## src/design/wc_pkg.sv

```systemverilog
// wc_pkg: widths, payload types, controller states and command struct
// for the weighted centroid block. Depends on nothing.
`default_nettype none

package wc_pkg;

  localparam int COORD_BITS  = 11;
  localparam int BRIGHT_BITS = 8;
  localparam int FRAC_BITS   = 8;
  localparam int OUT_BITS    = 19;
  localparam int SUM_XY_BITS = 32;
  localparam int SUM_W_BITS  = 20;
  localparam int PROD_BITS   = COORD_BITS + BRIGHT_BITS;
  localparam int DIVD_BITS   = SUM_XY_BITS + FRAC_BITS;
  localparam int DIV_STEPS   = OUT_BITS;
  localparam int CNT_BITS    = $clog2(DIV_STEPS);

  typedef struct packed {
    logic [COORD_BITS-1:0]  pixel_x;
    logic [COORD_BITS-1:0]  pixel_y;
    logic [BRIGHT_BITS-1:0] brightness;
    logic                   last_pixel;
  } pixel_t;

  typedef struct packed {
    logic [OUT_BITS-1:0] centroid_x;
    logic [OUT_BITS-1:0] centroid_y;
    logic                empty_flag;
  } result_t;

  typedef enum logic [1:0] {
    ST_ACC,
    ST_INIT,
    ST_DIV,
    ST_DONE
  } state_t;

  typedef struct packed {
    logic acc;
    logic init;
    logic step;
    logic load;
  } cmd_t;

endpackage

`default_nettype wire

```

## src/design/wc_ifs.sv

```systemverilog
// wc_ifs: valid/ready stream interfaces for pixel items and centroid items.
// Depends on wc_pkg.
`default_nettype none

interface wc_pixel_if import wc_pkg::*; ();
  logic   valid;
  logic   ready;
  pixel_t data;

  modport source (output valid, output data, input ready);
  modport sink (input valid, input data, output ready);
endinterface

interface wc_result_if import wc_pkg::*; ();
  logic    valid;
  logic    ready;
  result_t data;

  modport source (output valid, output data, input ready);
  modport sink (input valid, input data, output ready);
endinterface

`default_nettype wire

```

## src/design/wc_ctrl.sv

```systemverilog
// wc_ctrl: state machine sequencing accumulate, divide and result hand-off.
// Depends on wc_pkg.
`default_nettype none

module wc_ctrl import wc_pkg::*; (
  input  logic clk,
  input  logic rst,
  input  logic in_valid,
  input  logic in_last,
  output logic in_ready,
  output logic out_valid,
  input  logic out_ready,
  output cmd_t cmd
);

  state_t              state, state_next;
  logic [CNT_BITS-1:0] cnt, cnt_next;
  logic                out_valid_next;
  logic                in_fire;

  assign in_fire = in_valid && in_ready;

  always_ff @(posedge clk) begin
    if (rst) begin
      state     <= ST_ACC;
      cnt       <= '0;
      out_valid <= 1'b0;
    end else begin
      state     <= state_next;
      cnt       <= cnt_next;
      out_valid <= out_valid_next;
    end
  end

  always_comb begin
    state_next = state;
    cnt_next   = cnt;
    cmd        = '0;
    in_ready   = 1'b0;
    case (state)
      ST_ACC: begin
        in_ready = 1'b1;
        if (in_valid) begin
          cmd.acc = 1'b1;
          if (in_last) state_next = ST_INIT;
        end
      end
      ST_INIT: begin
        cmd.init   = 1'b1;
        cnt_next   = '0;
        state_next = ST_DIV;
      end
      ST_DIV: begin
        cmd.step = 1'b1;
        cnt_next = cnt + 1'b1;
        if (cnt == CNT_BITS'(DIV_STEPS - 1)) state_next = ST_DONE;
      end
      ST_DONE: begin
        // wait for the output register to free up
        if (!out_valid || out_ready) begin
          cmd.load   = 1'b1;
          state_next = ST_ACC;
        end
      end
      default: state_next = ST_ACC;
    endcase
    out_valid_next = cmd.load ? 1'b1 : (out_ready ? 1'b0 : out_valid);
  end

`ifndef SYNTHESIS
  a_last_starts_div: assert property (@(posedge clk) disable iff (rst)
    in_fire && in_last |=> state == ST_INIT)
    else $error("last item did not start the division");
  a_cnt_range: assert property (@(posedge clk) disable iff (rst)
    state == ST_DIV |-> cnt < CNT_BITS'(DIV_STEPS))
    else $error("division step count out of range");
  a_result_from_done: assert property (@(posedge clk) disable iff (rst)
    $rose(out_valid) |-> $past(state) == ST_DONE)
    else $error("result raised outside the hand-off state");
  a_no_accept_busy: assert property (@(posedge clk) disable iff (rst)
    state == ST_INIT || state == ST_DIV |-> !in_ready)
    else $error("item accepted while dividing");
`endif

endmodule

`default_nettype wire

```

## src/design/wc_dp.sv

```systemverilog
// wc_dp: saturating accumulators, two restoring dividers sharing one
// sequence, and the result register. Depends on wc_pkg.
`default_nettype none

module wc_dp import wc_pkg::*; (
  input  logic    clk,
  input  logic    rst,
  input  cmd_t    cmd,
  input  pixel_t  pixel,
  output result_t result
);

  logic [SUM_XY_BITS-1:0] sum_weighted_x, sum_weighted_y;
  logic [SUM_W_BITS-1:0]  sum_weight;
  logic [SUM_W_BITS-1:0]  divisor;
  logic [SUM_W_BITS-1:0]  rem_x, rem_y;
  logic [OUT_BITS-1:0]    lo_x, lo_y;
  logic [OUT_BITS-1:0]    quo_x, quo_y;
  logic                   empty, sat_x, sat_y;

  logic [PROD_BITS-1:0]   prod_x, prod_y;
  logic [SUM_XY_BITS:0]   add_x, add_y;
  logic [SUM_W_BITS:0]    add_w;
  logic [DIVD_BITS-1:0]   divd_x, divd_y;
  logic [SUM_W_BITS:0]    step_x, step_y;

  // one restoring step: bit 0 of the result is the quotient bit
  function automatic logic [SUM_W_BITS:0] div_step(
    input logic [SUM_W_BITS-1:0] rem,
    input logic                  dbit,
    input logic [SUM_W_BITS-1:0] dvs
  );
    logic [SUM_W_BITS:0]   shifted;
    logic [SUM_W_BITS+1:0] diff;
    shifted = {rem, dbit};
    diff    = {1'b0, shifted} - {2'b00, dvs};
    if (diff[SUM_W_BITS+1]) return {shifted[SUM_W_BITS-1:0], 1'b0};
    else return {diff[SUM_W_BITS-1:0], 1'b1};
  endfunction

  assign prod_x = PROD_BITS'(pixel.brightness) * PROD_BITS'(pixel.pixel_x);
  assign prod_y = PROD_BITS'(pixel.brightness) * PROD_BITS'(pixel.pixel_y);
  assign add_x  = {1'b0, sum_weighted_x} + (SUM_XY_BITS+1)'(prod_x);
  assign add_y  = {1'b0, sum_weighted_y} + (SUM_XY_BITS+1)'(prod_y);
  assign add_w  = {1'b0, sum_weight} + (SUM_W_BITS+1)'(pixel.brightness);

  assign divd_x = {sum_weighted_x, {FRAC_BITS{1'b0}}};
  assign divd_y = {sum_weighted_y, {FRAC_BITS{1'b0}}};

  assign step_x = div_step(rem_x, lo_x[OUT_BITS-1], divisor);
  assign step_y = div_step(rem_y, lo_y[OUT_BITS-1], divisor);

  always_ff @(posedge clk) begin
    if (rst) begin
      sum_weighted_x <= '0;
      sum_weighted_y <= '0;
      sum_weight     <= '0;
    end else if (cmd.acc) begin
      sum_weighted_x <= add_x[SUM_XY_BITS] ? '1 : add_x[SUM_XY_BITS-1:0];
      sum_weighted_y <= add_y[SUM_XY_BITS] ? '1 : add_y[SUM_XY_BITS-1:0];
      sum_weight     <= add_w[SUM_W_BITS] ? '1 : add_w[SUM_W_BITS-1:0];
    end else if (cmd.init) begin
      sum_weighted_x <= '0;
      sum_weighted_y <= '0;
      sum_weight     <= '0;
    end
  end

  always_ff @(posedge clk) begin
    if (cmd.init) begin
      divisor <= sum_weight;
      empty   <= (sum_weight == '0);
      // quotient too wide when dividend >= divisor << OUT_BITS
      sat_x   <= {1'b0, divd_x} >= (DIVD_BITS+1)'({sum_weight, {OUT_BITS{1'b0}}});
      sat_y   <= {1'b0, divd_y} >= (DIVD_BITS+1)'({sum_weight, {OUT_BITS{1'b0}}});
      rem_x   <= divd_x[OUT_BITS+SUM_W_BITS-1:OUT_BITS];
      rem_y   <= divd_y[OUT_BITS+SUM_W_BITS-1:OUT_BITS];
      lo_x    <= divd_x[OUT_BITS-1:0];
      lo_y    <= divd_y[OUT_BITS-1:0];
      quo_x   <= '0;
      quo_y   <= '0;
    end else if (cmd.step) begin
      rem_x <= step_x[SUM_W_BITS:1];
      rem_y <= step_y[SUM_W_BITS:1];
      lo_x  <= {lo_x[OUT_BITS-2:0], 1'b0};
      lo_y  <= {lo_y[OUT_BITS-2:0], 1'b0};
      quo_x <= {quo_x[OUT_BITS-2:0], step_x[0]};
      quo_y <= {quo_y[OUT_BITS-2:0], step_y[0]};
    end
  end

  always_ff @(posedge clk) begin
    if (cmd.load) begin
      result.empty_flag <= empty;
      result.centroid_x <= empty ? '0 : (sat_x ? '1 : quo_x);
      result.centroid_y <= empty ? '0 : (sat_y ? '1 : quo_y);
    end
  end

endmodule

`default_nettype wire

```

## src/design/weighted_centroid.sv

```systemverilog
// weighted_centroid: top level, joins the controller and the datapath.
// Depends on wc_pkg, wc_ifs, wc_ctrl and wc_dp.
//
// Intensity-weighted centroid of a pixel cluster. Pixel items are taken
// one per cycle while the block accumulates brightness*x, brightness*y and
// brightness into saturating sums. The item flagged last_pixel closes the
// cluster: the block then holds pixel_in.ready low through a set-up state,
// the division steps of the two restoring dividers (one quotient bit per cycle
// for x and y together), and a hand-off state that loads the result register.
// The load waits, and ready stays low, for as long as the previous result
// is still unread. The result waits in its own register; accumulation of
// the next cluster goes on while it is unread. An empty cluster (zero
// brightness sum) gives zero coordinates with empty_flag set.
`default_nettype none

module weighted_centroid import wc_pkg::*; (
  input  logic               clk,
  input  logic               rst,
  wc_pixel_if.sink           pixel_in,
  wc_result_if.source        result_out
);

  cmd_t cmd;

  wc_ctrl u_ctrl (
    .clk       (clk),
    .rst       (rst),
    .in_valid  (pixel_in.valid),
    .in_last   (pixel_in.data.last_pixel),
    .in_ready  (pixel_in.ready),
    .out_valid (result_out.valid),
    .out_ready (result_out.ready),
    .cmd       (cmd)
  );

  wc_dp u_dp (
    .clk    (clk),
    .rst    (rst),
    .cmd    (cmd),
    .pixel  (pixel_in.data),
    .result (result_out.data)
  );

endmodule

`default_nettype wire

```

## src/flat_wrapper.sv

```systemverilog
// flat-port wrapper written by rule: the top's interface ports become plain ports
module weighted_centroid_flat import wc_pkg::*;
  (clk, rst, pixel_in_valid, pixel_in_data, pixel_in_ready, result_out_valid, result_out_data, result_out_ready);
  wc_pixel_if pixel_in_i ();
  wc_result_if result_out_i ();
  input  logic clk;
  input  logic rst;
  input wire logic [$bits(pixel_in_i.valid)-1:0] pixel_in_valid;
  input wire logic [$bits(pixel_in_i.data)-1:0] pixel_in_data;
  output wire logic [$bits(pixel_in_i.ready)-1:0] pixel_in_ready;
  output wire logic [$bits(result_out_i.valid)-1:0] result_out_valid;
  output wire logic [$bits(result_out_i.data)-1:0] result_out_data;
  input wire logic [$bits(result_out_i.ready)-1:0] result_out_ready;
  assign pixel_in_i.valid = pixel_in_valid;
  assign pixel_in_i.data = pixel_in_data;
  assign pixel_in_ready = pixel_in_i.ready;
  assign result_out_valid = result_out_i.valid;
  assign result_out_data = result_out_i.data;
  assign result_out_i.ready = result_out_ready;
  weighted_centroid u_core (.clk(clk), .rst(rst), .pixel_in(pixel_in_i), .result_out(result_out_i));
endmodule
```

## config.mk

```make
export PLATFORM = sky130hd
export DESIGN_NAME = weighted_centroid_flat
export DESIGN_NICKNAME = d
export VERILOG_FILES = /design/src/design/wc_pkg.sv /design/src/design/wc_ifs.sv /design/src/design/wc_ctrl.sv /design/src/design/wc_dp.sv /design/src/design/weighted_centroid.sv /design/src/flat_wrapper.sv
export SDC_FILE = /design/constraint.sdc
export NUM_CORES = 1
export LEC_CHECK = 0
export ABC_AREA = 1
export BUFFER_PORTS_ARGS = -buffer_cell sky130_fd_sc_hd__buf_2
export CORE_MARGIN = 2
export CORE_UTILIZATION = 42
export CTS_CLUSTER_SIZE = 25
export DETAILED_ROUTE_END_ITERATION = 8
export SYNTH_ARGS = -nofsm -noshare
export SYNTH_HDL_FRONTEND = slang
export SYNTH_SLANG_ARGS = --single-unit
export TNS_END_PERCENT = 20
```

## constraint.sdc

```tcl
create_clock -name clk -period 5.7 [get_ports clk]
set_input_delay 0.57 -clock clk [delete_from_list [all_inputs] [get_ports clk]]
set_output_delay 0.57 -clock clk [all_outputs]
set_load 0.02 [all_outputs]
```

==> flow_summary.yaml, run 1 <==
cells_and_area:
  drive_gt1_share_pct: 6.01
  fin_area_mm2: 0.0250
  syn2layout_area_growth_pct: 8.05
  diodes: 0
  utilization_pct: 46.1
  stdcell_count: 3942
  layout.nets: 3585
global_route:
  grt_start_max_net_pins: 85
  grt_pass1_vias: 19405
  track_usage_pct: 22.0
  grt_pass1_wl_um: 101000
  gr-usage-met3_pct: 2.42
  grt_use_met1_pct: 30.7
  grt_use_met2_pct: 36.2
  overflow: 0
  antenna_found_initial: 0
  grt_busiest_layer: "met2"
power_and_ir_drop:
  power.leakage_uw: 0.0129
  vdd_drop_max_mv: 0.320
  power_density_mw_per_mm2: 559
drt:
  vias: 19870
  drc: 0
  routed_via_density: 5.04
  drt_wl_total_um: 61300
  dr.pass1.iters: 6
  drt-initial-drc-count: 1200
  drtAntennaViolNets: 0
  drt-wirelength-per-cell_um: 15.6
setup_path:
  crit_type: "in2reg"
  max_stage_delay_ns: 0.56
  cp_common_cell: "nand2_1"
  worstPathRequired_ns: 6.12
  cp_data_arrival_time_ns: 5.11
  reg2reg_depth: 19
  crit_path_start_kind: "primary input"
  cp_slowest_cell: "fa_1"
  rrSetupSlack_ns: 1.16
  end_kind: "flop"
  path_cells: "buf_2 > nand2_1 > fa_1 > inv_1 > fa_1 > inv_1 > fa_1 > fa_1 > inv_1 > ha_1 > nand2_1 > inv_1 > nand2_1 > nand2_1 > inv_1 > nand2_1 > nand2_1 > nand3_2 > nand2_4 > clkinv_2 > o21ai_0 > a21oi_1"
  worst-path-max-fanout: 23
floorplan:
  core_area_mm2: 0.0541
  die_area_mm2: 0.0569
  rows: 85
  die_height_um: 239
  start_util_pct: 42.7
  die_x_um: 239
  ios: 76
clock_tree:
  cts.htree.levels: 1
  cts_hold_buffers: 0
  numCtsBuffers: 29
  cts-root-buf: "clkbuf_16"
  cts.repair.resized: 0
  post_cts_buffers: 0
  cts.sinks: 254
  cts_tree: "built"
  cts_max_path_buffers: 3
  clk_latency_ns: 0.59
  path_clk_slew_ns: 0.06
synth:
  syn_nets: 3579
  ys_warn_count: 0
  yosysSeqAreaShare_pct: 27.4
  synthCells: 3217
  ys_ff_latch: 254
  syn_area_mm2: 0.0231
  synth_cell_types: 51
  syn_area_per_cell_um2: 7.19
run:
  drv_cap: 0
sta:
  post-route-min-period_ns: 4.69
  fin_crit_sh_pct: 82.3
  finalSetupViolations: 0
  slew_headroom_pct: 29.9
  clock.fmax_mhz: 213
  hold_ws_ns: 0.207
  slew_violations: 0
  tns_ns: 0
  skew_ns: 0.0138
  rsz0062_at_grt: "false"
  hold_viol: 0
  tightest_slew_ns: 1.05
placed_design:
  dpl.hpwl_um: 47200
  placedCellCount: 3888
  place_area_mm2: 0.0240
  globalplace.congestion: 0.933
  port_buffers: 75
min_path:
  hold_depth: 2
  hold_path_class: "in2reg"
run_status:
  outcome: "finished clean"
power by group:
part           switching (uW)  internal, uW  total, uW
Clock                     833          1120       1950
Combinational            5830          3020       8850
Sequential                343          2830       3170
flip-flops by register name, indices dropped and copies added, names as in the netlist, 11 cells and up:
name / flops
u_core.u_dp.sum_weighted_x: 32
u_core.u_dp.quo_y: 19
u_core.u_dp.rem_x: 20
u_core.u_dp.result: 39
u_core.u_dp.sum_weight: 20
u_core.u_dp.lo_x: 11
u_core.u_dp.rem_y: 20
u_core.u_dp.quo_x: 19
u_core.u_dp.lo_y: 11
u_core.u_dp.sum_weighted_y: 32
u_core.u_dp.divisor: 20
worst max-delay path: cells and delay by family:
family | cells | cell delay, ns
AOI/OAI and AO/OA | 2 | 0.30
buffers and inverters | 7 | 0.89
and+or+nand+nor | 8 | 0.86
adders and majority gates | 5 | 2.46
final cells by class:
class | instances | area [um^2]
sequential | 254 | 6330
fill | 5549 | 29200
tap | 696 | 871
clock buffer | 40 | 788
timing repair buffer | 92 | 505
inverter | 678 | 2550
clock inverter | 14 | 191
multi-input combinational | 2168 | 13700
path summary, 6_finish.rpt:
check	start	to
worst max-delay path	pixel_in_data[8]	u_core.u_dp.sum_weighted_y[2]
worst min-delay path	rst	u_core.u_ctrl.out_valid
worst max register to register	u_core.u_dp.sum_weighted_y[6]	u_core.u_dp.sum_weighted_y[2]
worst min register to register	u_core.u_dp.quo_y[3]	u_core.u_dp.quo_y[4]
logic make-up (layout without fill, tap and decap cells):
logic type,count (synthesis),in the layout,synth area share [%]
buf+inv,795,824,13.3
simple gates,1343,1343,24.6
fa+ha+maj,327,327,22.4
flops,254,254,27.4
xor+xnor,51,51,1.93
compound gates,447,447,10.3
layout by cell type, fill, tap and decap left out, types with 17 or more instances in the layout:
cell type / instances
nand2_1: 908
inv_1: 670
buf_2: 74
nor3_1: 27
ha_1: 179
nor2_1: 134
nand4_1: 49
clkbuf_16: 30
fa_1: 145
o21ai_1: 32
buf_4: 18
xor2_1: 34
a21oi_1: 252
edfxtp_1: 124
dfxtp_1: 130
xnor2_1: 17
o21ai_0: 110
nand3_1: 154
routing by layer:
layer  wire [um]  share of wire [%]
met2       27700                 45
met5           0                  0
met4        1600                2.6
met1       28900                 47
met3        3110                5.1
cell usage after synthesis (all sizes together):
master	n	area share, %
xnor2	17	0.64
nand2	918	15
a21oi	260	5.7
edfxtp	124	16
nand3	165	3.8
a21o	6	0.19
inv	674	11
nor2	144	2.5
nor3	28	0.63
nor3b	2	0.065
a211oi	2	0.065
dfxtp	130	11
clkbuf	88	1.5
nand4	52	1.5
o21ai	148	3.3
a31oi	3	0.081
o211ai	8	0.26
xor2	34	1.3
a21boi	2	0.065
ha	182	9.9
or2	1	0.027
o21bai	13	0.42
or3	2	0.054
o31ai	3	0.097
o221ai	2	0.076
nor4	12	0.39
fa	145	13
and2	5	0.14
nand3b	14	0.45
clkinv	4	0.070
buf	29	0.82
metrics by stage:
stage	power, uW	worst slack (ns)
finish	14000	1.01
floorplan	9780	1.07
CTS	14000	1.02
detailed placement	12000	0.404
global route	15400	0.648
global placement	12000	0.452
No activity file was read; power rests on OpenSTA's default activity.
==> inputs of run 2 (changes only) <==
Clock period 5.7 ns to 4.3 ns, I/O delays scaled along.
==> run 2 against run 1 <==
Compared with the run above:
- critical path depth is 5 lower
- global-route usage rose by 0.23 points
- clock power rose by 36%
- core utilization rose by 2.8 points
- largest cell class unchanged
- cell count is 3.7% higher
==> flow_summary.yaml, run 2 (synthesis results as in run 1) <==
sta:
  slew_violations: 0
  fin_crit_sh_pct: 95.6
  tightest_slew_ns: 1.00
  hold_viol: 0
  finalSetupViolations: 0
  tns_ns: 0
  post-route-min-period_ns: 4.11
  skew_ns: 0.0176
  clock.fmax_mhz: 243
  slew_headroom_pct: 33.1
  setup_ws_ns: 0.189
cells_and_area:
  diodes: 0
  final_cell_mix: "nand2_1 (893), inv_1 (662), a21oi_1 (251)"
  stdcell_count: 4086
  top_regs: "u_core.u_dp.result x39, u_core.u_dp.sum_weighted_x x32, u_core.u_dp.sum_weighted_y x32"
  syn2layout_area_growth_pct: 14.6
  drive_gt1_share_pct: 11.7
  max_flop_register: "u_core.u_dp.result"
  largest_register_ffs: 39
  final_common_cell: "nand2_1"
  fin_area_mm2: 0.0265
  fill_cells: 5450
  layout.nets: 3727
  utilization_pct: 48.9
setup_path:
  crit_end: "u_core.u_dp.sum_weighted_y[14]"
  path_depth: 17
  r2r-start: "u_core.u_dp.sum_weighted_y[10]"
  crit_type: "reg2reg"
  path_cells: "inv_2 > fa_1 > inv_1 > fa_1 > fa_1 > inv_1 > fa_1 > inv_1 > ha_4 > nand2_2 > buf_4 > nor2_4 > nand3_1 > nand3b_1 > xor2_1 > o21ai_1 > a21oi_1"
  end_kind: "flop"
  cp_slowest_cell: "fa_1"
  reg2reg_depth: 17
  worstPathRequired_ns: 4.80
  crit_path_start_kind: "flop"
  cp_data_arrival_time_ns: 4.61
  max_stage_delay_ns: 0.54
  worst-path-max-fanout: 3
  crit_buf_inv: 5
  crit_start: "u_core.u_dp.sum_weighted_y[10]"
  r2r_end: "u_core.u_dp.sum_weighted_y[14]"
  rrSetupSlack_ns: 0.19
  path_delay_family: "adder cells"
  cp_common_cell: "fa_1"
global_route:
  overflow: 0
  antenna_found_initial: 2
  track_usage_pct: 22.3
  grt_pass1_vias: 20105
  grt_start_max_net_pins: 85
  grt_pass1_wl_um: 103000
clock_tree:
  cts_tree: "built"
  clk_latency_ns: 0.59
  cts_hold_buffers: 0
  cts_max_path_buffers: 3
  path_clk_slew_ns: 0.06
  numCtsBuffers: 31
  cts.htree.levels: 1
  cts.sinks: 254
  cts-root-buf: "clkbuf_16"
floorplan:
  start_util_pct: 42.7
  rows: 85
  die_height_um: 239
  core_area_mm2: 0.0541
  die_area_mm2: 0.0569
  die_x_um: 239
  ios: 76
min_path:
  hold_path_class: "in2reg"
run:
  drv_cap: 0
power_and_ir_drop:
  pwr-share-comb_pct: 66.4
  power_density_mw_per_mm2: 772
  power.switching_uw: 9840
  seqPwrFrac_pct: 20.6
  power_frac_clock_pct: 13.0
  intPower_uw: 10600
  p_sw_share_pct: 48.1
  power.leakage_uw: 0.0137
  vdd_drop_max_mv: 0.423
drt:
  drt-initial-drc-count: 1337
  vias: 20340
  routed_via_density: 4.98
  drt_wl_total_um: 62100
  dr.pass1.iters: 7
  drtAntennaViolNets: 0
  drt-wirelength-per-cell_um: 15.2
  drc: 0
placed_design:
  globalplace.congestion: 0.918
  placedCellCount: 4025
  place_area_mm2: 0.0252
  port_buffers: 75
  post-place-ws_ns: -0.408
  dpl.hpwl_um: 48100
run_status:
  outcome: "finished clean"
## run 2: cell types whose count changed in the layout (fill, tap and decap cells not counted), sizes merged
| cell | previous run | this run |
|---|---|---|
| clkinv | 8 | 12 |
| inv | 677 | 679 |
| buf | 92 | 227 |
| bufinv | 3 | 2 |
| clkbuf | 40 | 44 |
## run 2: how the worst min path moves through the flow
stage	start	end	depth (start not counted)
2_1_floorplan	u_core.u_dp.sum_weight[8]	u_core.u_dp.divisor[8]	0
3_3_place_gp	u_core.u_dp.sum_weighted_y[10]	u_core.u_dp.sum_weighted_y[10]	2
3_5_place_dp	u_core.u_dp.sum_weighted_y[10]	u_core.u_dp.sum_weighted_y[10]	2
4_1_cts	result_out_ready	u_core.u_ctrl.out_valid	4
5_1_grt	result_out_ready	u_core.u_ctrl.out_valid	4
6_report	result_out_ready	u_core.u_ctrl.out_valid	4
## run 2: final cells by class
cell class              count  area (um^2)  share of cell area, %
clock buffers              39          856                   3.23
clock inverters            19          178                  0.671
inverters                 678         2560                   9.65
multi-input cells        2168        14000                   52.8
flip-flops and latches    254         6330                   23.9
well taps                 696          871                   3.29
repair buffers            232         1710                   6.46
## run 2: repair_timing
| action | CTS | global route |
|---|---|---|
| gates resized for setup | 1 | 65 |
| cloned | 0 | 2 |
| pin swaps | 0 | 29 |
| buffers inserted | 0 | 1 |
| setup endpoints to repair | 1 | 64 |
## run 2: through the flow
stage	hold slack, ns	power (uW)
final	0.168	20500
after global placement	0.454	17200
after detailed placement	0.458	17200
after floorplan	0.406	13100
after global routing	0.184	22600
after CTS	0.144	20000
## run 2: per-layer routing
metal,global-route usage (%),vias up,share of wire (%)
li1,-,10360,-
met1,31.3,9539,48
met2,37.4,368,46
met3,1.85,69,4.1
met4,4.73,4,1.7
met5,0,-,0.043
## run 2: worst reg2reg max path, cell delays in order, from the launching register on
cell and delay, ns:
dfxtp_2 0.33, inv_2 0.08, fa_1 0.54, inv_1 0.05, fa_1 0.45, fa_1 0.49, inv_1 0.06, fa_1 0.52
inv_1 0.06, ha_4 0.27, nand2_2 0.07, buf_4 0.14, nor2_4 0.10, nand3_1 0.09, nand3b_1 0.23, xor2_1 0.25
o21ai_1 0.09, a21oi_1 0.20
## run 2: power groups by stage
stage	combinational, uW	clock, uW	sequential [uW]
after floorplan	8920	0	4140
after global placement	12900	0	4240
after detailed placement	13000	0	4250
after CTS	13100	2710	4210
after global routing	15500	2800	4290
final	13600	2660	4220
==> inputs of run 3 (changes only) <==
Settings changed: ABC_AREA 1 to 0.
==> run 3 against run 2 <==
Compared with the run above:
- the flow now finishes with violations (setup timing)
- global-route usage is 1.0 points lower
- total power increased by 2.3%
- critical path depth is 3 higher
- sequential share of layout area grew 1.7 points
- die area shrank 11%
- area after synthesis decreased by 11%
- critical path type unchanged
- largest power group unchanged
- highest routed layer is now met4
==> flow_summary.yaml, run 3 <==
floorplan:
  die_x_um: 225
  start_util_pct: 42.7
  die_area_mm2: 0.0505
  ios: 76
  rows: 80
  die_height_um: 225
  core_area_mm2: 0.0479
drt:
  drtAntennaViolNets: 0
  drt_wl_total_um: 53700
  drt-wirelength-per-cell_um: 17.3
  drt-initial-drc-count: 1133
  routed_via_density: 5.39
  drc: 0
  dr.pass1.iters: 5
  vias: 16685
power_and_ir_drop:
  power.switching_uw: 9240
  p_sw_share_pct: 44.2
  power.leakage_uw: 0.0108
  power_uw: 20900
  vdd_drop_max_mv: 0.637
  power_density_mw_per_mm2: 845
  intPower_uw: 11700
  power_frac_clock_pct: 12.3
  seqPwrFrac_pct: 19.5
  pwr-share-comb_pct: 68.2
cells_and_area:
  drive_gt1_share_pct: 20.0
  syn2layout_area_growth_pct: 21.0
  regArea_mm2: 0.00634
  largest_register_ffs: 39
  fill_cells: 4361
  top_regs: "u_core.u_dp.result x39, u_core.u_dp.sum_weighted_x x32, u_core.u_dp.sum_weighted_y x32"
  diodes: 0
  max_flop_register: "u_core.u_dp.result"
  stdcell_count: 3097
  final_cell_mix: "inv_1 (288), nor2_1 (217), nand2_1 (166)"
  multi_input_area_mm2: 0.0135
  final_common_cell: "inv_1"
  layout.nets: 2822
placed_design:
  port_buffers: 75
  dpl.hpwl_um: 40400
  globalplace.congestion: 0.850
  placedCellCount: 3016
  post-place-ws_ns: -1.05
synth:
  synthArstFlopShare_pct: 0
  syn_nets: 2628
  synth_most_common_cell: "inv_1"
  syn_area_per_cell_um2: 9.03
  synthCells: 2266
  ys.flop_type: "dfxtp_1"
  synth_top_area_cell: "edfxtp_1"
  syn_area_mm2: 0.0205
  synth_cell_types: 67
  ys_warn_count: 0
  synthTopCellsByCount: "inv_1 (312), nor2_1 (222), ha_1 (182)"
  ys_ff_latch: 254
  synth.top_cell.area_share_pct: 18.2
  yosysSeqAreaShare_pct: 30.9
  synth-edff-count: 124
  synth.area.top_cells: "edfxtp_1 (18%), fa_1 (14%), dfxtp_1 (13%)"
clock_tree:
  cts.sinks: 254
  cts.htree.levels: 1
  clk_latency_ns: 0.57
  cts_tree: "built"
  numCtsBuffers: 28
  cts_hold_buffers: 0
  cts-root-buf: "clkbuf_16"
  path_clk_slew_ns: 0.06
  cts_max_path_buffers: 3
min_path:
  hold_depth: 4
  hold_path_class: "in2reg"
  hold_path_end: "u_core.u_ctrl.out_valid"
  min_from: "result_out_ready"
run_status:
  violations: "setup timing"
  outcome: "complete, but fails checks"
setup_path:
  crit_type: "reg2reg"
  cp_data_arrival_time_ns: 4.93
  rrSetupSlack_ns: -0.19
  worst-path-max-fanout: 4
  reg2reg_depth: 20
  worstPathRequired_ns: 4.74
  end_kind: "flop"
  crit_path_start_kind: "flop"
  r2r-start: "u_core.u_dp.sum_weighted_y[6]"
  r2r_end: "u_core.u_dp.sum_weighted_y[25]"
sta:
  skew_ns: 0.0192
  setup_ws_ns: -0.188
  hold_viol: 0
  post-route-min-period_ns: 4.49
  tightest_slew_ns: 1.20
  finalSetupViolations: 23
  clock.fmax_mhz: 223
  slew_headroom_pct: 19.7
  rsz0062_at_grt: "true"
  tns_ns: -2.87
  slew_violations: 0
  fin_crit_sh_pct: 104
  hold_ws_ns: 0.184
global_route:
  grt_pass1_vias: 16569
  overflow: 0
  antenna_found_initial: 0
  grt_start_max_net_pins: 134
  track_usage_pct: 21.3
  grt_pass1_wl_um: 87400
run:
  drv_cap: 0
[run 3: cell types whose count changed after synthesis, moves of 28 or more]
cell,change
a21oi_1,-105
nand4_1,-37
nor2_1,+87
and2_1,+108
mux2i_1,+46
nand2_1,-737
nand3_1,-116
a311oi_1,+28
inv_1,-359
[run 3: repair_timing]
item                                    4_1_cts  5_1_grt
gates cloned                                  1        1
pin swaps                                    60       67
resized for setup                            81      107
buffers inserted                             15       12
endpoints found under the setup margin       64       64
endpoints found under the hold margin         0        0
[run 3: metrics by stage]
step | utilization [%] | cell area (um^2)
floorplan | - | 21000
global placement | 47.7 | 22900
detailed placement | 47.7 | 22900
CTS | 50.6 | 24300
global route | 51.7 | 24800
finish | 51.7 | 24800
[run 3: cell families (layout without fill, tap and decap cells)]
logic type	Yosys count	count (layout)	synth area share, %
xor gates and xnor gates	62	62	2.65
DFF	254	254	30.9
AOI/OAI and AO/OA	480	480	15.0
buffers and inverters	402	618	7.47
adders and majority gates	327	327	25.3
muxes	66	66	3.35
and+or+nand+nor	675	675	15.4
[run 3: critical path, stage by stage (launching register included)]
cell       delay [ns]
dfxtp_2          0.35
inv_2            0.04
fa_1             0.47
inv_1            0.05
fa_1             0.49
inv_2            0.04
fa_1             0.46
fa_1             0.51
inv_2            0.05
ha_4             0.27
buf_6            0.09
o21a_1           0.14
o31ai_4          0.11
a2111oi_4        0.39
buf_4            0.18
o21ai_4          0.06
a21oi_4          0.22
buf_4            0.17
a31oi_1          0.08
o21ai_1          0.15
nand2_1          0.06
[run 3: power by group through the flow]
stage               combinational, uW  clock [uW]  sequential, uW
floorplan                        9210           0            3980
global placement                12600           0            4090
detailed placement              12800           0            4110
CTS                             13500        2620            4070
global route                    16000        2720            4150
finish                          14300        2580            4080
[run 3: layer usage]
metal  part of all wire (%)  wire [um]  GRT usage, %  up-vias
met5                      0          0             0        -
met4                    2.6       1390          6.00        0
met1                     46      24700          29.7     8048
met3                    5.1       2740          2.42       86
met2                     46      24900          34.9      426
li1                       -          -             -     8125
[run 3: area by class of cell]
type	count	share of cell area, %
multi-input combinational	1610	54.6
sequential	254	25.6
timing repair buffer	254	7.87
inverter	312	4.73
clock buffer	41	3.41
tap	615	3.11
clock inverter	11	0.647
[run 3: how the worst max path moves through the flow]
stage	from	endpoint	slack (ns)
finish	u_core.u_dp.sum_weighted_y[6]	u_core.u_dp.sum_weighted_y[25]	-0.19
global route	u_core.u_dp.sum_weighted_x[9]	u_core.u_dp.sum_weighted_x[31]	-0.39
CTS	u_core.u_dp.sum_weighted_y[6]	u_core.u_dp.sum_weighted_y[27]	-0.21
detailed placement	pixel_in_data[2]	u_core.u_dp.sum_weighted_y[25]	-1.05
global placement	pixel_in_data[2]	u_core.u_dp.sum_weighted_y[27]	-1.03
floorplan	pixel_in_data[8]	u_core.u_dp.sum_weighted_x[25]	-0.20
